File: config.mk
export PLATFORM = sky130hd
export DESIGN_NAME = abs_queue
export DESIGN_NICKNAME = d
export VERILOG_FILES = /design/src/sv/abs_pkg.sv /design/src/sv/abs_queue.sv
export SDC_FILE = /design/constraint.sdc
export NUM_CORES = 1
export LEC_CHECK = 0
export BUFFER_PORTS_ARGS = -buffer_cell sky130_fd_sc_hd__buf_2
export CAP_MARGIN = 20
export CORE_ASPECT_RATIO = 1.75
export CORE_MARGIN = 2
export CORE_UTILIZATION = 40
export CTS_CLUSTER_DIAMETER = 40
export CTS_CLUSTER_SIZE = 25
export DETAILED_ROUTE_END_ITERATION = 7
export PLACE_DENSITY_LB_ADDON = 0.08
export SLEW_MARGIN = 20
export SYNTH_ARGS = -nofsm -noshare
export SYNTH_HDL_FRONTEND = slang
export SYNTH_SLANG_ARGS = --single-unit
File: constraint.sdc
create_clock -name clk -period 8.8 [get_ports clk]
set_clock_uncertainty 0.2 [all_clocks]
set_input_delay 0.44 -clock clk [delete_from_list [all_inputs] [get_ports clk]]
set_output_delay 0.44 -clock clk [all_outputs]
set_load 0.03 [all_outputs]
File: src/sv/abs_pkg.sv
`timescale 1ns / 1ps

package abs_pkg;

    // field widths
    localparam int TIME_W   = 48;
    localparam int BYTES_W  = 31;
    localparam int WEIGHT_W = 17;
    localparam int RATE_W   = 20;
    localparam int BPS_W    = 40;
    localparam int FRAC_W   = 16;
    localparam int EST_W    = 56;

    // table slots held in registers; the search covers min(levels, slots)
    localparam int LEVEL_SLOTS      = 4;
    localparam int RATE_LEVELS_DEF  = 4;

    // decoupling queue between front and back
    localparam int QUEUE_DEPTH = 2;

    // configuration port
    localparam int CFG_INDEX_W = 3;
    localparam int CFG_DATA_W  = 20;

    localparam logic [CFG_INDEX_W-1:0] CFG_WEIGHT     = 3'd0;
    localparam logic [CFG_INDEX_W-1:0] CFG_LEVEL_0    = 3'd1;
    localparam logic [CFG_INDEX_W-1:0] CFG_LEVEL_1    = 3'd2;
    localparam logic [CFG_INDEX_W-1:0] CFG_LEVEL_2    = 3'd3;
    localparam logic [CFG_INDEX_W-1:0] CFG_LEVEL_3    = 3'd4;
    localparam logic [CFG_INDEX_W-1:0] CFG_START_RATE = 3'd5;

    localparam logic [WEIGHT_W-1:0] WEIGHT_ONE   = 17'h10000;
    localparam logic [WEIGHT_W-1:0] WEIGHT_RESET = 17'h08000;

    localparam logic [LEVEL_SLOTS-1:0][RATE_W-1:0] LEVEL_RESET =
        {20'd2000, 20'd1000, 20'd500, 20'd100};
    localparam logic [RATE_W-1:0] START_RATE_RESET = 20'd100;

    // arithmetic constants
    localparam logic [TIME_W-1:0] MIN_ELAPSED  = 48'd10;
    localparam logic [12:0]       SAMPLE_SCALE = 13'd8000;
    localparam logic [10:0]       UP_SCALE     = 11'd1500;
    localparam logic [9:0]        DOWN_SCALE   = 10'd1000;

    typedef struct packed {
        logic [WEIGHT_W-1:0]                   weight;
        logic [LEVEL_SLOTS-1:0][RATE_W-1:0]    levels;
    } abs_cfg_t;

    typedef struct packed {
        logic                 timing_error;
        logic [TIME_W-1:0]    elapsed;
        logic [BYTES_W-1:0]   bytes;
    } abs_item_t;

endpackage

File: src/sv/abs_queue.sv
`timescale 1ns / 1ps

module abs_queue
#(
    parameter int DEPTH = abs_pkg::QUEUE_DEPTH
)
(
    input  logic                  clk,
    input  logic                  rst_n,
    input  logic                  push,
    input  abs_pkg::abs_item_t    push_item,
    output logic                  full,
    input  logic                  pop,
    output logic                  empty,
    output abs_pkg::abs_item_t    head_item
);

    localparam int PTR_W = (DEPTH > 1) ? $clog2(DEPTH) : 1;
    localparam int CNT_W = $clog2(DEPTH + 1);
    localparam logic [PTR_W-1:0] LAST_PTR = PTR_W'(DEPTH - 1);
    localparam logic [CNT_W-1:0] FULL_CNT = CNT_W'(DEPTH);

    abs_pkg::abs_item_t mem_reg [DEPTH];
    logic [PTR_W-1:0]   wr_ptr_reg;
    logic [PTR_W-1:0]   rd_ptr_reg;
    logic [CNT_W-1:0]   count_reg;
    logic               do_push;
    logic               do_pop;

    assign full      = (count_reg == FULL_CNT);
    assign empty     = (count_reg == '0);
    assign head_item = mem_reg[rd_ptr_reg];
    assign do_push   = push && !full;
    assign do_pop    = pop && !empty;

    always_ff @(posedge clk or negedge rst_n)
    begin
        if (!rst_n)
        begin
            wr_ptr_reg <= '0;
            rd_ptr_reg <= '0;
            count_reg  <= '0;
        end
        else
        begin
            if (do_push)
            begin
                wr_ptr_reg <= (wr_ptr_reg == LAST_PTR) ? '0 : wr_ptr_reg + 1'b1;
            end
            if (do_pop)
            begin
                rd_ptr_reg <= (rd_ptr_reg == LAST_PTR) ? '0 : rd_ptr_reg + 1'b1;
            end
            if (do_push && !do_pop)
            begin
                count_reg <= count_reg + 1'b1;
            end
            else if (do_pop && !do_push)
            begin
                count_reg <= count_reg - 1'b1;
            end
        end
    end

    always_ff @(posedge clk)
    begin
        if (do_push)
        begin
            mem_reg[wr_ptr_reg] <= push_item;
        end
    end

endmodule

-- Yosys cells after proc, flatten, opt, wreduce, memory -nomap -nowiden
Memory sizes are Yosys's and may differ from the RTL's.
Index checks and enable logic that the tools add are counted.
- output and inout port bits: 82
- ROM bits: 0
- register bits after elaboration: 4
- memories: 1
- latch bits: 0
- bits in writable memories: 160
- bits of input ports: 84
- word-level logic and storage cells: 25
- order comparisons: 0
- shifts and indexed selects: 0
- add/subtract/negate cells: 4
- bitwise logic cells: 0
- reduce and logical (&&, ||, !) cells: 10
- mux-type cells: 6
- divide/modulo/power cells: 0
- equality and inequality tests: 1
- $mul: 0
- memories (memory ; words ; bits a word ; rd ports ; clocked after Yosys merged registers in ; write ports ; RTL line ; source):
    mem_reg ; 2 ; 80 ; 1 ; 0 ; 1 ; abs_queue.sv:23 ; abs_pkg::abs_item_t mem_reg [DEPTH];
- operators by type and width (kind ; count):
    logical AND 1 bit ; 4
    logical NOT 1 bit ; 4
    2-to-1 mux 1 bit ; 4
    2-to-1 mux 2 bit ; 2
    adder 1 bit (second input constant) ; 2
    adder 2 x 1 -> 2 bit (second input constant) ; 1
    equality test 2 bit (second input constant) ; 1
    logical NOT 2 bit ; 1
    nonzero test 2 bit ; 1
    subtractor 2 x 1 -> 2 bit (second input constant) ; 1

-- Longest topological paths before layout
Gate-level depths: netlist of run 1.
- depth in word-level cells: 7
- mapped depth: 7

-- Worst setup path after synthesis of run 1
Ideal clock, no wire load.
- kind: flip-flop to flip-flop
- start point: register count_reg[0]
- end point: memory mem_reg[0][0] (netlist bit), enable pin
- buffers on the path: 0
- data required time: 8081 ps
- arrival: 3981 ps
- setup slack: 4100 ps
- stages on the path, launching flop included: 4
- cell sequence: dfrtp_1 nand2b_1 nand2_1 nor2_1
- longest elaborated chain between the ends: 5
- RTL lines (element ; RTL line ; source):
    start, declared ; abs_queue.sv:26 ; logic [CNT_W-1:0] count_reg;
    start signal, assigned ; abs_queue.sv:56 ; count_reg <= count_reg + 1'b1;
    start signal, assigned ; abs_queue.sv:60 ; count_reg <= count_reg - 1'b1;
    equality test 2 bit ; abs_queue.sv:30 ; assign full = (count_reg == FULL_CNT);
    logical NOT 1 bit ; abs_queue.sv:33 ; assign do_push = push && !full;
    logical AND 1 bit ; abs_queue.sv:33 ;
    2-to-1 mux 1 bit ; abs_queue.sv:67 ; if (do_push)
    2-to-1 mux 1 bit (not written as such) ; abs_queue.sv:69 ; mem_reg[wr_ptr_reg] <= push_item;
    end, declared ; abs_queue.sv:23 ;
No other way between the ends.

==> results.json, run 1 <==
{
  "place.port_buffers": 165,
  "synth_edf_count": 160,
  "fin_setup_tns_ns": 0,
  "dominantRegCellSynth": "sky130_fd_sc_hd__edfxtp_1",
  "first_pass_grt_wire_length_mm": 17.28,
  "maxCapViolCount": 0,
  "design.final.nets": 572,
  "detail_route.wl_per_cell_um": 16.82,
  "number_of_global_route_vias_before_repair": 3273,
  "yosys.cell_types.count": 15,
  "synth_seq_area_share": 0.7700,
  "synthToLayoutAreaGrowth_pct": 29.64,
  "hpwlAfterDp_mm": 7.439,
  "grtUsageTotal": 0.1377,
  "cp_top_family": "buffers and inverters",
  "drt_first_pass_iters": 4,
  "die_y_extent_um": 170.9,
  "synth.largest_area_cell": "sky130_fd_sc_hd__edfxtp_1",
  "ys_ff_latch": 164,
  "postSynthAreaPerCell_um2": 23.77,
  "final_layout_size_suffix_gt1_frac": 0.5640,
  "async_flop_share": 0.02439,
  "worst_path_max_delay_cell": "sky130_fd_sc_hd__dfrtp_4",
  "clkTransAtPathRegs_ns": 0.07,
  "tritoncts_buffer_count": 17,
  "critical_path_arrival_ns": 2.68,
  "rsz0062_at_grt": "no",
  "gpl.final_weighted_congestion": 0.6937,
  "criticalPathCategory": "reg2out",
  "grt_antenna_before_repair": 1,
  "worst_pin_slew_ns": 0.8936,
  "syn-num-nets": 353,
  "power_density_mw_per_mm2": 353.8,
  "postSynthCellCount": 268,
  "setup.worst_path.end_class": "output pin",
  "timing.final.max_slew_violations": 0,
  "ioPinCount": 166,
  "pin_count_of_the_biggest_net_entering_global_routing": 65,
  "dieArea_mm2": 0.01699,
  "synth.top_cells.by_count": "sky130_fd_sc_hd__edfxtp_1 (160), sky130_fd_sc_hd__mux2_4 (79), sky130_fd_sc_hd__buf_12 (8)",
  "remaining_drc_errors": 0,
  "final-hold-violation-count": 0,
  "synth-warning-count": 0,
  "cp.buffers_inverters": 2,
  "cts_tree": "built",
  "clockBufferDepth": 2,
  "required_ns": 8.16,
  "post-synth-top-count-cell": "sky130_fd_sc_hd__edfxtp_1",
  "clk-insertion-delay-late_ns": 0.41,
  "post_cts_buffers": 0,
  "n_antenna_cell": 0,
  "worst_hold_slack_ns": 0.01854,
  "die-width_um": 99.39,
  "synth_area_mm2": 0.006370,
  "min_period_over_period": 0.3777,
  "overflow": 0,
  "tritoncts_num_sinks": 164,
  "max-slew-margin-rel": 0.4043,
  "initial_core_util": 0.4051,
  "slowest_delay_ns": 0.85,
  "cts.repair.resized": 0,
  "crit_path_start_kind": "flip-flop",
  "ys_top_cells_by_area": "sky130_fd_sc_hd__edfxtp_1 (75%), sky130_fd_sc_hd__mux2_4 (19%), sky130_fd_sc_hd__buf_12 (2.5%)",
  "worst_hold_path_type": "in2reg",
  "crit_path_cell_trace": "buf_4, mux2_4, buf_2",
  "dr.first_iter.drc_count": 151,
  "final_core_utilization": 0.5252,
  "cp_max_fo": 47,
  "max_reg_flops": 160,
  "cts_root_buf": "sky130_fd_sc_hd__clkbuf_16",
  "p_leak_nw": 3.347,
  "clock_tree.htree_level_count": 4,
  "routed_wl_mm": 11.59,
  "core_mm2": 0.01572,
  "setup_viol": 0,
  "outcome": "complete, no violations",
  "via_per_inst": 4.550,
  "antenna_violating_nets_left": 0,
  "netlist.area_leader.share": 0.7543,
  "worst_ir_drop_vdd_uv": 197.0,
  "time_the_final_worst_path_needs_with_i_o_delays_and_setup_ns": 3.324,
  "fmaxAchievable_ghz": 0.3009,
  "placement_rows": 61,
  "via_count": 3135
}
==> layout by cell type (no fill, tap or decap), drive strengths merged <==
| cell | n |
|---|---|
| nand2b | 1 |
| nor2 | 3 |
| xnor2 | 3 |
| clkbuf | 18 |
| buf | 168 |
| ha | 1 |
| mux2 | 80 |
| clkinvlp | 1 |
| clkinv | 6 |
| dfrtp | 4 |
| and3 | 1 |
| edfxtp | 160 |
| inv | 9 |
| o21ai | 1 |
| dlygate4sd3 | 41 |
| nand2 | 1 |
| xor2 | 2 |
==> area by class of cell <==
cell class,count,area (µm²)
clock inverters,14,118.9
inverters,2,7.507
flip-flops and latches,164,4908
well taps,189,236.5
clock buffers,18,429.2
fillers,1310,7465
multi-input cells,93,1299
repair buffers,209,1259
==> final timing paths <==
check                                  start            end  slack, ns  depth (start not counted)
worst min register to register  count_reg[1]   count_reg[1]       0.33                          1
worst max-delay path              rd_ptr_reg  head_item[40]       5.48                          3
min in group asynchronous              rst_n   count_reg[1]       0.16                          2
max in group asynchronous              rst_n     rd_ptr_reg       8.10                          2
worst max register to register  count_reg[0]  mem_reg[0][6]       6.20                          4
worst min-delay path            push_item[2]  mem_reg[0][2]       0.02                          1
==> where the power goes <==
| part | internal [W] | switching, W |
|---|---|---|
| Combinational | 0.000440 | 0.000642 |
| Clock | 0.000370 | 0.000309 |
| Sequential | 0.00107 | 0.0000899 |
| Total | 0.00188 | 0.00104 |
==> metal layers <==
metal  routed length, µm  global-route usage  part of all wire
met1                4284              0.1490              0.37
met4                 175             0.05718             0.015
met5                  13                   0            0.0011
met3                 709             0.04493             0.061
met2                6408              0.2453              0.55
==> per-stage QoR <==
| step | cells | area, µm² | total power, W | worst slack (ns) |
|---|---|---|---|---|
| final | 689 | 8258 | 0.002922 | 5.476 |
| after global routing | 689 | 8258 | 0.003060 | 5.335 |
| after CTS | 689 | 8258 | 0.002977 | 5.392 |
| after detailed placement | 616 | 7300 | 0.002277 | 5.851 |
| after global placement | 616 | 7300 | 0.002263 | 5.879 |
| after floorplan | 268 | 6370 | 0.002074 | 4.100 |
==> logic make-up after synthesis <==
family | synth area share
AO/OA/AOI/OAI | 0.0007849
XOR/XNOR | 0.006876
adder cells (fa/ha/maj) | 0.001964
buffers and inverters | 0.02809
flip-flops | 0.7700
multiplexers | 0.1880
AND/OR/NAND/NOR | 0.004322
==> repair_timing <==
action	in CTS	in global routing
endpoints found under the hold margin	83	0
endpoints found under the setup margin	0	0
hold buffers	41	0
No activity file was read; power rests on OpenSTA's default activity.
==> inputs of run 2 (changes only) <==
--- a/config.mk
+++ b/config.mk
@@ -5,6 +5,7 @@
 export SDC_FILE = /design/constraint.sdc
 export NUM_CORES = 1
 export LEC_CHECK = 0
+export ABC_AREA = 1
 export BUFFER_PORTS_ARGS = -buffer_cell sky130_fd_sc_hd__buf_2
 export CAP_MARGIN = 20
 export CORE_ASPECT_RATIO = 1.75
==> constraint.sdc (replaced) <==
create_clock -name clk -period 3.3 [get_ports clk]
set_clock_uncertainty 0.2 [all_clocks]
set_input_delay 0.165 -clock clk [delete_from_list [all_inputs] [get_ports clk]]
set_output_delay 0.165 -clock clk [all_outputs]
set_load 0.03 [all_outputs]
==> run 2 against run 1 <==
- register-to-register slack got worse by 4.9 ns
- power rose to 2.9 times the previous value
- worst setup slack got worse by 4.8 ns
- cell area rose by 13%
- via count rose by 33%
- global-route usage rose by 1.6 points
- count of clock-buffer cells in the layout did not move
- sequential power rose to 2.7 times the previous value
- clock power rose to 2.6 times the previous value
- non-clock buffer count rose by 45
- hold slack improved by 0.25 ns
- utilization rose by 2.1 points
- critical endpoint is now head_item[65]
- largest power group is now combinational logic
- highest routed layer is now met4
==> results.json, run 2 <==
{
  "dr.first_iter.drc_count": 167,
  "number_of_global_route_vias_before_repair": 4350,
  "grt_antenna_before_repair": 0,
  "clk-insertion-delay-late_ns": 0.41,
  "netlist.area_leader.share": 0.6894,
  "final-hold-violation-count": 0,
  "hold_depth": 2,
  "fmaxAchievable_ghz": 0.3875,
  "mostFrequentLayoutCells": "sky130_fd_sc_hd__buf_2 (165), sky130_fd_sc_hd__edfxtp_1 (160), sky130_fd_sc_hd__nand2_1 (89)",
  "worst_ir_drop_vdd_uv": 563.4,
  "hpwlAfterDp_mm": 8.432,
  "die_y_extent_um": 178.6,
  "crit_path_start_kind": "flip-flop",
  "design.final.nets": 790,
  "worst_pin_slew_ns": 0.8936,
  "final_cells": 944,
  "placement_rows": 63,
  "power_density_mw_per_mm2": 917.7,
  "place_ws_ns": 1.105,
  "syn-num-nets": 534,
  "postSynthCellCount": 449,
  "timing.final.max_slew_violations": 0,
  "criticalPathCategory": "reg2out",
  "synth.top_cells.by_count": "sky130_fd_sc_hd__edfxtp_1 (160), sky130_fd_sc_hd__nand2_1 (89), sky130_fd_sc_hd__nand2_2 (80), sky130_fd_sc_hd__nand2_4 (80)",
  "layout_setup_ws_ns": 0.7191,
  "dominantRegCellSynth": "sky130_fd_sc_hd__edfxtp_1",
  "antenna_violating_nets_left": 0,
  "layout_commonest_cell": "sky130_fd_sc_hd__buf_2",
  "synth_area_mm2": 0.006969,
  "setup.worst_path.end_class": "output pin",
  "max-slew-margin-rel": 0.4043,
  "postSynthAreaPerCell_um2": 15.52,
  "remaining_drc_errors": 0,
  "placed_cells": 829,
  "synth_seq_area_share": 0.7038,
  "min_period_over_period": 0.7821,
  "power_w": 0.008537,
  "required_ns": 2.93,
  "place.port_buffers": 165,
  "drt_first_pass_iters": 4,
  "first_pass_grt_wire_length_mm": 21.58,
  "dieArea_mm2": 0.01854,
  "p_leak_nw": 3.964,
  "core_mm2": 0.01703,
  "final_layout_size_suffix_gt1_frac": 0.5119,
  "rsz0062_at_grt": "no",
  "r2r_cells": 6,
  "time_the_final_worst_path_needs_with_i_o_delays_and_setup_ns": 2.581,
  "tritoncts_num_sinks": 164,
  "overflow": 0,
  "post-synth-top-count-cell": "sky130_fd_sc_hd__edfxtp_1",
  "synthToLayoutAreaGrowth_pct": 33.48,
  "ys_top_cells_by_area": "sky130_fd_sc_hd__edfxtp_1 (69%), sky130_fd_sc_hd__nand2_4 (13%), sky130_fd_sc_hd__nand2_2 (7.2%)",
  "ioPinCount": 166,
  "n_antenna_cell": 0,
  "synth-warning-count": 0,
  "grtUsageTotal": 0.1538,
  "critical_path_sink": "head_item[65]",
  "cp_max_fo": 81,
  "critical_path.startpoint": "rd_ptr_reg",
  "die-width_um": 103.8,
  "rrSetupSlack_ns": 1.33,
  "cts_tree": "built",
  "max_reg_flops": 160,
  "yosys.cell_types.count": 20,
  "via_count": 4172,
  "detail_route.wl_per_cell_um": 14.54,
  "routed_wl_mm": 13.73,
  "tritoncts_buffer_count": 17,
  "outcome": "complete, no violations",
  "critical_path_arrival_ns": 2.22,
  "pin_count_of_the_biggest_net_entering_global_routing": 82,
  "final_core_utilization": 0.5464,
  "async_flop_share": 0.02439,
  "reg2reg_from": "count_reg[1]",
  "worst_r2r_endpoint": "mem_reg[0][14]",
  "synth.largest_area_cell": "sky130_fd_sc_hd__edfxtp_1",
  "clkTransAtPathRegs_ns": 0.06,
  "worst_hold_path_type": "in2reg",
  "initial_core_util": 0.4093,
  "gpl.final_weighted_congestion": 0.7144,
  "setup_viol": 0,
  "maxCapViolCount": 0,
  "cts_root_buf": "sky130_fd_sc_hd__clkbuf_16",
  "synth_edf_count": 160,
  "via_per_inst": 4.419,
  "ys_ff_latch": 164,
  "clockBufferDepth": 2,
  "clock_tree.htree_level_count": 4,
  "fin_setup_tns_ns": 0
}
run 2: cell count changes in the layout (fill, tap and decap cells not counted), sizes merged, moves of 2 or more:
cell	change
clkinvlp	+5
inv	+4
buf	+2
nand2	+248
clkinv	-4
dlygate4sd3	+43
xnor2	-2
xor2	-2
mux2	-80
run 2: logic make-up after synthesis:
| group | count (synthesis) | synth area share |
|---|---|---|
| and+or+nand+nor | 256 | 0.2553 |
| DFF | 164 | 0.7038 |
| buffers and inverters | 25 | 0.03644 |
| AOI/OAI and AO/OA | 2 | 0.001436 |
| xor gates and xnor gates | 1 | 0.001257 |
| adders and majority gates | 1 | 0.001795 |
run 2: per-layer routing:
metal,global-route usage,vias up,wire [µm]
met4,0.05912,0,202
met1,0.1674,2032,5323
li1,-,2019,-
met3,0.03654,13,625
met5,0,-,0
met2,0.2886,108,7577
run 2: worst min path at each step:
stage / startpoint / end / slack, ns
6_report: push_item[58] / mem_reg[1][58] / 0.27
5_1_grt: push_item[2] / mem_reg[0][2] / 0.26
4_1_cts: push_item[0] / mem_reg[1][0] / 0.25
3_5_place_dp: rst_n / count_reg[1] / -0.22
3_3_place_gp: rst_n / count_reg[1] / -0.23
2_1_floorplan: rst_n / count_reg[0] / -0.33
run 2: area by class of cell:
class,instances,area (µm²)
Clock buffer,18,429.2
Sequential cell,164,4908
Clock inverter,13,102.6
Timing Repair Buffer,254,1717
Multi-Input combinational cell,260,1818
Tap cell,227,284.0
Inverter,8,43.79
Fill cell,1471,7724
run 2: critical path, cell delays in order, from the launching register on:
cell,delay [ns]
sky130_fd_sc_hd__dfrtp_4,0.68
sky130_fd_sc_hd__inv_12,0.72
sky130_fd_sc_hd__nand2_4,0.05
sky130_fd_sc_hd__nand2_2,0.10
sky130_fd_sc_hd__buf_2,0.20
run 2: report_power, final:
group	switching [W]	leakage (nW)	internal, W	total, W
clock	0.000810	0.243	0.000970	0.00178
sequential	0.000300	1.54	0.00285	0.00315
combinational	0.00256	2.19	0.00104	0.00360
run 2: metrics by stage:
step / cell area [µm²] / hold WS [ns]
final: 9303 / 0.2708
after detailed placement: 7930 / -0.2243
after global routing: 9303 / 0.2608
after floorplan: 6972 / -0.3306
after CTS: 9303 / 0.2464
after global placement: 7930 / -0.2291
run 2: what timing repair did:
action / 4_1_cts / 5_1_grt
gates resized for setup: 0 / 0
hold buffers: 84 / 0
setup endpoints to repair: 0 / 0
buffers inserted: 0 / 0
hold endpoints to repair: 166 / 0
