`src/sv/abs_pkg.sv`:
```
`timescale 1ns / 1ps

package abs_pkg;

    // field widths
    localparam int TIME_W   = 48;
    localparam int BYTES_W  = 31;
    localparam int WEIGHT_W = 17;
    localparam int RATE_W   = 20;
    localparam int BPS_W    = 40;
    localparam int FRAC_W   = 16;
    localparam int EST_W    = 56;

    // table slots held in registers; the search covers min(levels, slots)
    localparam int LEVEL_SLOTS      = 4;
    localparam int RATE_LEVELS_DEF  = 4;

    // decoupling queue between front and back
    localparam int QUEUE_DEPTH = 2;

    // configuration port
    localparam int CFG_INDEX_W = 3;
    localparam int CFG_DATA_W  = 20;

    localparam logic [CFG_INDEX_W-1:0] CFG_WEIGHT     = 3'd0;
    localparam logic [CFG_INDEX_W-1:0] CFG_LEVEL_0    = 3'd1;
    localparam logic [CFG_INDEX_W-1:0] CFG_LEVEL_1    = 3'd2;
    localparam logic [CFG_INDEX_W-1:0] CFG_LEVEL_2    = 3'd3;
    localparam logic [CFG_INDEX_W-1:0] CFG_LEVEL_3    = 3'd4;
    localparam logic [CFG_INDEX_W-1:0] CFG_START_RATE = 3'd5;

    localparam logic [WEIGHT_W-1:0] WEIGHT_ONE   = 17'h10000;
    localparam logic [WEIGHT_W-1:0] WEIGHT_RESET = 17'h08000;

    localparam logic [LEVEL_SLOTS-1:0][RATE_W-1:0] LEVEL_RESET =
        {20'd2000, 20'd1000, 20'd500, 20'd100};
    localparam logic [RATE_W-1:0] START_RATE_RESET = 20'd100;

    // arithmetic constants
    localparam logic [TIME_W-1:0] MIN_ELAPSED  = 48'd10;
    localparam logic [12:0]       SAMPLE_SCALE = 13'd8000;
    localparam logic [10:0]       UP_SCALE     = 11'd1500;
    localparam logic [9:0]        DOWN_SCALE   = 10'd1000;

    typedef struct packed {
        logic [WEIGHT_W-1:0]                   weight;
        logic [LEVEL_SLOTS-1:0][RATE_W-1:0]    levels;
    } abs_cfg_t;

    typedef struct packed {
        logic                 timing_error;
        logic [TIME_W-1:0]    elapsed;
        logic [BYTES_W-1:0]   bytes;
    } abs_item_t;

endpackage

```
`src/sv/abs_front.sv`:
```
`timescale 1ns / 1ps

module abs_front
(
    input  logic                          in_valid,
    output logic                          in_stall,
    input  logic [abs_pkg::TIME_W-1:0]    start_ms,
    input  logic [abs_pkg::TIME_W-1:0]    end_ms,
    input  logic [abs_pkg::BYTES_W-1:0]   chunk_bytes,
    input  logic                          q_full,
    output logic                          q_push,
    output abs_pkg::abs_item_t            q_item
);

    logic [abs_pkg::TIME_W-1:0] elapsed;

    assign elapsed = end_ms - start_ms;

    // short or reversed transfers are flagged here and skip the divide
    assign q_item.timing_error = (end_ms <= start_ms) || (elapsed <= abs_pkg::MIN_ELAPSED);
    assign q_item.elapsed      = elapsed;
    assign q_item.bytes        = chunk_bytes;

    assign in_stall = q_full;
    assign q_push   = in_valid && !q_full;

endmodule

```
`config.mk`:
```
export PLATFORM = sky130hd
export DESIGN_NAME = abs_front
export DESIGN_NICKNAME = d
export VERILOG_FILES = /design/src/sv/abs_pkg.sv /design/src/sv/abs_front.sv
export SDC_FILE = /design/constraint.sdc
export NUM_CORES = 1
export LEC_CHECK = 0
export BUFFER_PORTS_ARGS = -buffer_cell sky130_fd_sc_hd__buf_2
export CAP_MARGIN = 20
export CORE_ASPECT_RATIO = 1.1
export CORE_UTILIZATION = 30
export DETAILED_ROUTE_END_ITERATION = 12
export PLACE_DENSITY = 0.61
export SYNTH_ARGS = -nofsm -noshare
export SYNTH_HDL_FRONTEND = slang
export SYNTH_SLANG_ARGS = --single-unit
```
`constraint.sdc`:
```
create_clock -name vclk -period 4.1
set_clock_uncertainty 0.15 [all_clocks]
set_input_delay 0.615 -clock vclk [all_inputs]
set_output_delay 0.615 -clock vclk [all_outputs]
set_load 0.02 [all_outputs]
```
# After elaboration in Yosys (flattened, before gate mapping)
# Index checks and enable logic that the tools add are counted.
[totals]
ff_bits = 0
word_cells = 6
in_bits = 129
out_inout_bits = 82
[op_classes]
addsub = 1
reduce_logical = 3
magnitude_cmp = 2
[ops]
columns = ["op", "n"]
rows = [
  ["<= comparator 48 x 4 -> 1 bit, second input constant", 1],
  ["<= comparator 48 bit", 1],
  ["subtractor 48 bit", 1],
  ["logical AND 1 bit", 1],
  ["logical NOT 1 bit", 1],
  ["logical OR 1 bit", 1],
]

# Logic depth before layout (Yosys ltp)
# Gate-level depths: netlist (run 1).
[depth]
ltp_word = 3
depth_mapped = 15
ltp_nobuf = 15

# Least setup slack after synthesis (run 1)
# No wires, ideal clock.
[synth_path]
path_type = "in2out"
start = "in end_ms[0] (netlist name)"
end = "out q_item[79] (netlist name)"
stages = 15
setup_slack_ps = -855
n_path_buf = 0
required_ps = 3335
arrival_time_ps = 4190
path_cell_list = "inv_1 > ha_1 > inv_1 > fa_1 > a21o_2 > a221o_1 > and4_4 > or4b_4 > nand3_2 > a21oi_2 > o21a_1 > o311ai_0 > nor2_1 > nand3_1 > nand3_1"
[synth_rtl]
columns = ["element", "line_no", "rtl"]
rows = [
  ["start: declaration", "abs_front.sv:8", "input logic [abs_pkg::TIME_W-1:0] end_ms,"],
  ["end: declaration", "abs_front.sv:12", "output abs_pkg::abs_item_t q_item"],
]

==> implementation parameters, run 1 <==
Parameter                              Value

STA
  Total count of hold-check failures in the final report ... 0
  Fraction of the cycle the final worst path needs ... 1.142
  Unrepaired setup endpoints after global routing ... true
  Peak clock frequency supported by timing ... 0.2137 GHz
  Worst hold slack ... 1.080 ns
  Final setup violation count ... 7
  Count of final max-slew check failures ... 0
  Crit path setup slack, layout ... -0.5803 ns
  Shortest clock period the worst path allows after layout ... 4.680 ns
  Relative max-transition margin ... 0.5995
  Worst Max-Slew Pin Slew ... 0.5962 ns

Critical path
  Kind of launch point of the worst setup path ... input pin
  Cell occurring most often along the worst timing path ... buf_6
  Arrival @ worst endpoint ... 3.92 ns
  Peak per-stage delay on the critical path ... 0.56 ns
  Endpoint kind of the worst setup timing path ... output port
  Crit-path slowest cell ... or4b_4
  Critical setup path kind ... input pin to output port
  Highest fanout seen on the critical path ... 4
  Crit path required time ... 3.34 ns
  Worst-path cell chain ... buf_6, inv_4, ha_4, inv_2, fa_2, a21o_2, a221o_1, and4_4, or4b_4, a31oi_4, xnor2_2, or3_4, nor4_2, and4b_1, nand3_1, nand3_2, buf_6

Floorplanning
  Initial core utilization ... 0.3112
  Core Footprint ... 0.01219 mm²
  DIE WIDTH ... 109.2 µm
  Die ar. ... 0.01310 mm²
  Die height ... 119.9 µm
  Number of top-level pins ... 211
  Num rows ... 42

Cells and area
  Non-filler instance count after layout ... 1,023
  # fillers ... 1,284
  Synthesis-to-layout area growth ... 59.10%
  Clock Buffer Count ... 0
  Final Util ... 0.4951
  Final net count ... 1,049
  Share of cells above drive strength 1 ... 0.4430
  Fin area ... 0.006036 mm²
  Area used by sequential logic in the layout ... 0 µm²
  Count of flip-flops and latches ... 0
  Antenna cells ... 0

Logic synthesis
  Top cells by count, synth ... a21oi_1, inv_1, nand2_1, ha_1, nor2_1
  Synthesized area per cell ... 6.376 µm²
  Cells taking the most area after synthesis ... ha_1, a21oi_1, buf_4, inv_1, nand2_1
  Yosys synthesis warning count ... 0
  Post-synthesis cell type count ... 62
  Post-synthesis instance area ... 0.003794 mm²
  Most frequent cell after synthesis ... a21oi_1
  Portion of the post-synthesis area used by sequential elements ... 0
  Area fraction of the dominant cell type after synthesis ... 0.1583
  Area leader, netlist ... ha_1
  Total nets after synthesis ... 773
  Synthesized netlist cell count ... 595

Min path
  Worst hold path endpoint ... q_item[9]
  Type of the tightest min-delay check ... input pin to output port
  Hold path startpoint ... chunk_bytes[9]
  Cell count of the worst hold path ... 0

Placed design
  Final estimated routing congestion in global placement ... 0.9638
  Post-DP HPWL ... 12.55 mm
  Buffers added on ports ... 149
  DP Area ... 0.005684 mm²
  Total instance count after detailed placement ... 1,012

GRT
  Total track usage ... 0.2101
  Antenna violations before repair ... 0
  Largest net degree at the start of global routing ... 12
  Global-route wire length before repair ... 22.65 mm
  Final global-route overflow total ... 0
  Via count of the first global-routing pass ... 4,877

Drt
  WL per Instance ... 14.22 µm
  Post-Route WL ... 14.55 mm
  Routed Antenna Nets ... 0
  Drt drc ... 0
  Via Count ... 5,225
  Mean number of vias per cell ... 5.108
  Drt first-iter violations ... 297
  Number of iterations in the first detailed-routing pass ... 5

Job
  Count of maximum capacitance violations ... 0

Power and ir drop
  Total power ... 1.307 mW
  Leakage power ... 3.148 nW
  Cell Pwr Density ... 216.5 mW/mm²
  IR Drop Worst-Case VDD ... 136.8 µV

Run status
  Status ... complete, but fails checks
  Violations in the final reports ... setup timing
[per-stage QoR]
step / TNS, ns / setup slack, ns
6_report: -1.455 / -0.5803
5_1_grt: -2.135 / -0.6603
4_1_cts: -1.200 / -0.5666
3_5_place_dp: -2.997 / -0.8825
3_3_place_gp: -2.525 / -0.7232
2_1_floorplan: -0.3634 / -0.3634
[cell usage in the layout (no fill, tap or decap), types with 18 or more instances in the layout]
| cell | n |
|---|---|
| a21o_1 | 20 |
| nand2_1 | 57 |
| o21ai_0 | 37 |
| nand4_1 | 23 |
| buf_2 | 140 |
| nor2_1 | 38 |
| xnor2_1 | 18 |
| inv_1 | 62 |
| ha_1 | 44 |
| buf_4 | 182 |
| a21oi_1 | 60 |
[worst max-delay path: cells and delay by family]
family	cells	cell delay, ns
adder cells (fa/ha/maj)	2	0.45
AO/OA/AOI/OAI	3	0.78
XOR/XNOR	1	0.10
AND/OR/NAND/NOR	7	1.66
buffers and inverters	4	0.28
[cell type report]
cell class                      instances  area (µm²)  area share
Tap cell                              154       192.7     0.03192
Multi-Input combinational cell        476        3446      0.5709
Inverter                               64       242.7     0.04022
Timing Repair Buffer                  329        2155      0.3570
[worst max-delay path by stage]
| stage | start | to | slack [ns] | cells after the start |
|---|---|---|---|---|
| floorplan | end_ms[0] | q_item[79] | -0.36 | 15 |
| global placement | end_ms[0] | q_item[79] | -0.72 | 18 |
| detailed placement | end_ms[0] | q_item[79] | -0.88 | 18 |
| CTS | end_ms[0] | q_item[79] | -0.57 | 17 |
| global route | end_ms[0] | q_item[79] | -0.66 | 17 |
| finish | end_ms[0] | q_item[79] | -0.58 | 17 |
[power breakdown]
part / total (mW) / internal [mW] / switching, mW
registers: 0 / 0 / 0
logic: 1.31 / 0.621 / 0.686
clock network: 0 / 0 / 0
total: 1.31 / 0.621 / 0.686
[routing by layer]
metal	GRT usage	vias to the layer above	part of all wire
met1	0.2756	2348	0.43
met3	0.01249	33	0.066
met5	0	-	0
li1	-	2641	-
met4	0.04417	0	0.021
met2	0.3726	203	0.48
[what timing repair did]
item,CTS,global route
buffers inserted,6,7
setup endpoints to repair,12,14
endpoints found under the hold margin,0,0
cloned,0,0
pin swaps,6,12
hold buffers,0,0
resized for setup,31,26
[cells by family (layout without fill, tap and decap cells)]
logic type                 after synthesis  count (layout)  share of synthesized area
AOI/OAI and AO/OA                      184             184                     0.3061
muxes                                    1               1                   0.002968
and+or+nand+nor                        202             202                     0.2724
adders and majority gates               49              49                     0.1636
xor gates and xnor gates                40              40                    0.09235
buffers and inverters                  119             393                     0.1626
Power figures use the tool's default switching activity.
==> run 2: changes to the inputs <==
CAP_MARGIN = not set   (was 20)
PLACE_DENSITY = 0.59   (was 0.61)
clock period = 5.1 ns   (was 4.1 ns; I/O delays follow)
==> implementation parameters, run 2 (synthesis gave the netlist of run 1 again) <==
Parameter                              Value

Power and ir drop
  Leakage power ... 2.345 nW (-25%)
  Total power ... 0.7797 mW (-40%)
  IR Drop Worst-Case VDD ... 77.32 µV (-43%)
  Cell Pwr Density ... 170.5 mW/mm² (-21%)

STA
  Total count of hold-check failures in the final report ... 0 (unchanged)
  Shortest clock period the worst path allows after layout ... 5.111 ns
  Peak clock frequency supported by timing ... 0.1957 GHz
  Fraction of the cycle the final worst path needs ... 1.002
  Count of final max-slew check failures ... 0 (unchanged)
  Final setup violation count ... 1 (-6)
  Worst Max-Slew Pin Slew ... 0.5737 ns (-0.02255 ns)
  Unrepaired setup endpoints after global routing ... true
  Crit path setup slack, layout ... -0.01090 ns (+0.5694 ns)
  Relative max-transition margin ... 0.6140 (+0.01456)

Clock tree
  Hold buffers post-CTS ... 0 (unchanged)

Cells and area
  Final net count ... 895 (-15%)
  Antenna cells ... 0 (unchanged)
  Clock Buffer Count ... 0 (unchanged)
  # fillers ... 1,394 (+8.6%)
  Commonest cells after routing, fill and taps aside ... buf_2, inv_1, a21oi_1, nand2_1, ha_1
  Synthesis-to-layout area growth ... 20.51%
  Count of flip-flops and latches ... 0 (unchanged)
  Commonest non-fill, non-tap cell in the layout ... buf_2
  Fin area ... 0.004572 mm² (-24%)
  Area used by sequential logic in the layout ... 0 µm² (unchanged)
  Share of cells above drive strength 1 ... 0.2741 (-0.1689)

Floorplanning
  Num rows ... 42 (unchanged)
  DIE WIDTH ... 109.2 µm (unchanged)
  Die height ... 119.9 µm (unchanged)
  Core Footprint ... 0.01219 mm² (unchanged)
  Die ar. ... 0.01310 mm² (unchanged)
  Initial core utilization ... 0.3112 (unchanged)
  Number of top-level pins ... 211 (unchanged)

GRT
  Largest net degree at the start of global routing ... 15 (+3)
  Antenna violations before repair ... 0 (unchanged)
  Via count of the first global-routing pass ... 4,186 (-14%)
  Global-route wire length before repair ... 20.22 mm (-11%)
  Total track usage ... 0.1895 (-0.02060)
  Final global-route overflow total ... 0 (unchanged)

Drt
  Routed Antenna Nets ... 0 (unchanged)
  Drt first-iter violations ... 183 (-38%)
  Number of iterations in the first detailed-routing pass ... 5 (unchanged)
  Mean number of vias per cell ... 5.272 (+3.2%)
  Drt drc ... 0 (unchanged)
  Via Count ... 4,581 (-12%)
  Post-Route WL ... 13.01 mm (-11%)
  WL per Instance ... 14.97 µm (+5.3%)

Critical path
  Endpoint kind of the worst setup timing path ... output port
  Kind of launch point of the worst setup path ... input pin
  Critical setup path kind ... input pin to output port
  Crit path required time ... 4.18 ns (+0.84 ns)
  Highest fanout seen on the critical path ... 3 (-1)
  Arrival @ worst endpoint ... 4.20 ns (+0.28 ns)

Run status
  Violations in the final reports ... setup timing
  Status ... complete, but fails checks

Job
  Count of maximum capacitance violations ... 0 (unchanged)

Min path
  Type of the tightest min-delay check ... input pin to output port
  Worst hold path endpoint ... q_item[23]
  Cell count of the worst hold path ... 0 (unchanged)
  Hold path startpoint ... chunk_bytes[23]

Placed design
  DP Area ... 0.004551 mm² (-20%)
  Post-DP HPWL ... 11.46 mm (-8.7%)
  Buffers added on ports ... 149 (unchanged)
  Final estimated routing congestion in global placement ... 0.8963 (-7.0%)
-- run 2: changes by cell type in the layout (fill, tap and decap cells not counted), sizes merged --
cell,delta
buf,-154
-- run 2: what timing repair did --
item / 4_1_cts / 5_1_grt
hold endpoints to repair: 0 / 0
gates cloned: 0 / 0
resized for setup: 5 / 1
setup buffers: 0 / 0
setup endpoints to repair: 1 / 1
-- run 2: cell type report --
cell class         instances  area [µm²]  area share
inverters                 64       240.2     0.05255
multi-input cells        476        3196      0.6990
well taps                154       192.7     0.04215
repair buffers           175       943.4      0.2063
-- run 2: report_power, final --
part           switching (mW)  total (mW)  leakage [nW]  internal [mW]
Combinational           0.485       0.780          2.35          0.295
Sequential                  0           0             0              0
Clock                       0           0             0              0
Total                   0.485       0.780          2.35          0.295
-- run 2: worst max-delay path by stage --
stage	depth (start not counted)	end	startpoint	slack, ns
after CTS	17	q_item[79]	end_ms[0]	0.04
after floorplan	15	q_item[79]	end_ms[0]	0.13
after global routing	17	q_item[79]	end_ms[0]	-0.16
after global placement	17	q_item[79]	end_ms[0]	-0.02
after detailed placement	18	q_item[79]	end_ms[0]	-0.17
final	17	q_item[79]	end_ms[0]	-0.01
-- run 2: critical path, stage by stage --
cell	delay [ns]
buf_2	0.09
inv_1	0.04
ha_1	0.16
inv_1	0.06
fa_2	0.34
a21o_2	0.20
a221o_1	0.33
and4_4	0.19
or4b_4	0.54
nand3_2	0.11
a21oi_2	0.06
or3_1	0.32
a2111o_1	0.42
nor4_2	0.21
nand3_1	0.12
nand3_1	0.08
buf_4	0.15
-- run 2: per-stage QoR --
stage,hold WS [ns],utilization,cells,setup slack [ns],setup TNS [ns]
2_1_floorplan,1.458,-,595,0.1301,0
3_3_place_gp,1.380,0.3733,869,-0.01932,-0.01932
3_5_place_dp,1.380,0.3733,869,-0.1724,-0.1724
4_1_cts,1.380,0.3745,869,0.03675,0
5_1_grt,1.380,0.3750,869,-0.1553,-0.1553
6_report,1.380,0.3750,869,-0.01090,-0.01090
-- run 2: metal layers --
metal  wire [µm]  share of wire  track usage  vias up
met5           0              0            0        -
met4         156          0.012      0.02083        0
met3         734          0.056      0.01575       19
met2        6154           0.47       0.3369      139
met1        5966           0.46       0.2526     2079
li1            -              -            -     2344
==> run 3: changes to the inputs <==
==> constraint.sdc (replaced) <==
create_clock -name vclk -period 5
set_clock_uncertainty 0.15 [all_clocks]
set_input_delay 0.75 -clock vclk [all_inputs]
set_output_delay 0.75 -clock vclk [all_outputs]
set_load 0.01 [all_outputs]
==> implementation parameters, run 3 (synthesis gave the netlist of run 1 again) <==
Parameter                              Value

Run status
  Status ... complete, but fails checks
  Violations in the final reports ... setup timing

Power and ir drop
  Leakage power ... 2.400 nW (+2.3%)
  Clock share of power ... 0 (unchanged)
  Relative contribution of combinational cells to total power ... 1.000 (about the same)
  Switching power summed over all nets ... 0.4323 mW (-11%)
  Cell Pwr Density ... 158.9 mW/mm² (-6.8%)
  Switching power as a share of total power ... 0.5793 (-0.04282)
  Share of total power in sequential cells ... 0 (unchanged)
  IR Drop Worst-Case VDD ... 66.54 µV (-14%)
  P_int ... 0.3140 mW (+6.6%)

Critical path
  Peak per-stage delay on the critical path ... 0.57 ns (+0.03 ns)
  CP startpoint ... end_ms[0]
  CP Buf/Inv Count ... 4 (unchanged)
  Cell occurring most often along the worst timing path ... nand3_1
  Destination of the critical timing path ... q_item[79]
  Kind of launch point of the worst setup path ... input pin
  Number of stages on the worst setup path ... 17 (unchanged)
  Worst-path cell chain ... buf_6, inv_4, ha_4, inv_2, fa_2, a21o_2, a221o_1, and4_4, or4b_4, nand3_4, a21oi_2, or3_1, a2111o_1, nor4_2, nand3_1, nand3_1, buf_2
  Crit-path slowest cell ... or4b_4
  Crit path required time ... 4.10 ns (-0.08 ns)
  Endpoint kind of the worst setup timing path ... output port
  Critical path's top delay family ... simple AND/OR/NAND/NOR gates
  Arrival @ worst endpoint ... 4.11 ns (-0.09 ns)
  Highest fanout seen on the critical path ... 3 (unchanged)
  Critical setup path kind ... input pin to output port

Floorplanning
  Number of top-level pins ... 211 (unchanged)
  Num rows ... 42 (unchanged)
  Initial core utilization ... 0.3112 (unchanged)
  Core Footprint ... 0.01219 mm² (unchanged)
  Die height ... 119.9 µm (unchanged)
  Die ar. ... 0.01310 mm² (unchanged)
  DIE WIDTH ... 109.2 µm (unchanged)

Placed design
  Worst slack at placement ... -0.1296 ns (+0.04275 ns)
  Final estimated routing congestion in global placement ... 0.8745 (-2.4%)
  Post-DP HPWL ... 11.51 mm (+0.49%)
  Buffers added on ports ... 149 (unchanged)
  DP Area ... 0.004633 mm² (+1.8%)

Cells and area
  Antenna cells ... 0 (unchanged)
  Area used by sequential logic in the layout ... 0 µm² (unchanged)
  Final Util ... 0.3852 (+0.01016)
  Commonest non-fill, non-tap cell in the layout ... buf_2
  Multi-input gate area ... 0.003231 mm² (+1.1%)
  Synthesis-to-layout area growth ... 23.78%
  Clock Buffer Count ... 0 (unchanged)
  Commonest cells after routing, fill and taps aside ... buf_2, a21oi_1, inv_1, nand2_1, ha_1
  Count of flip-flops and latches ... 0 (unchanged)
  Fin area ... 0.004696 mm² (+2.7%)
  Share of cells above drive strength 1 ... 0.2906 (+0.01651)
  Final net count ... 906 (+1.2%)
  # fillers ... 1,373 (-1.5%)

Min path
  Hold path startpoint ... chunk_bytes[0]
  Type of the tightest min-delay check ... input pin to output port

Drt
  Mean number of vias per cell ... 5.291 (+0.37%)
  WL per Instance ... 14.98 µm (about the same)
  Post-Route WL ... 13.18 mm (+1.3%)
  Routed Antenna Nets ... 0 (unchanged)
  Drt drc ... 0 (unchanged)
  Number of iterations in the first detailed-routing pass ... 5 (unchanged)
  Via Count ... 4,656 (+1.6%)
  Drt first-iter violations ... 232 (+27%)

GRT
  Final global-route overflow total ... 0 (unchanged)
  Total track usage ... 0.1886 (-0.0009014)
  Largest net degree at the start of global routing ... 15 (unchanged)
  Antenna violations before repair ... 0 (unchanged)
  Global-route wire length before repair ... 20.24 mm (about the same)
  Via count of the first global-routing pass ... 4,309 (+2.9%)

STA
  Worst Max-Slew Pin Slew ... 0.7130 ns (+0.1393 ns)
  Shortest clock period the worst path allows after layout ... 5.012 ns
  Worst hold slack ... 1.350 ns (-0.03001 ns)
  Peak clock frequency supported by timing ... 0.1995 GHz
  Crit path setup slack, layout ... -0.01164 ns (-0.0007429 ns)
  Sum of negative setup slack ... -0.01164 ns (-0.0007429 ns)
  Unrepaired setup endpoints after global routing ... true
  Relative max-transition margin ... 0.5203 (-0.09375)
  Count of final max-slew check failures ... 0 (unchanged)
  Fraction of the cycle the final worst path needs ... 1.002
  Total count of hold-check failures in the final report ... 0 (unchanged)
  Final setup violation count ... 1 (unchanged)

Job
  Count of maximum capacitance violations ... 0 (unchanged)

Clock tree
  Post-CTS setup repair buffer count ... 0 (unchanged)
==> run 3: how the worst min path moves through the flow <==
stage | to | depth (start not counted)
finish | q_item[0] | 0
CTS | q_item[12] | 0
floorplan | q_push | 1
global placement | q_item[12] | 0
detailed placement | q_item[12] | 0
global route | q_item[29] | 0
==> run 3: cell type report <==
class,instances,area share
inverters,64,0.05169
multi-input cells,476,0.6880
well taps,154,0.04103
repair buffers,186,0.2193
==> run 3: per-stage QoR <==
stage                     total power, mW  instances
after CTS                          0.7352        880
after global placement             0.7329        880
after detailed placement           0.7283        880
final                              0.7463        880
after floorplan                    0.4750        595
after global routing               0.8132        880
==> run 3: per-layer routing <==
layer  part of all wire  GRT usage  vias up
met5                  0          0        -
met4              0.013    0.02917        0
met3              0.071    0.01793       18
met2               0.47     0.3337      183
met1               0.45     0.2480     2097
li1                   -          -     2358
==> run 3: power by group through the flow <==
| stage | registers [mW] | clock network, mW | logic [mW] |
|---|---|---|---|
| 2_1_floorplan | 0 | 0 | 0.475 |
| 3_3_place_gp | 0 | 0 | 0.733 |
| 3_5_place_dp | 0 | 0 | 0.728 |
| 4_1_cts | 0 | 0 | 0.735 |
| 5_1_grt | 0 | 0 | 0.813 |
| 6_report | 0 | 0 | 0.746 |
==> run 3: repair_timing <==
item	in CTS	in global routing
pin swaps	0	1
endpoints found under the setup margin	1	2
cloned	0	0
gates resized for setup	5	10
hold buffers	0	0
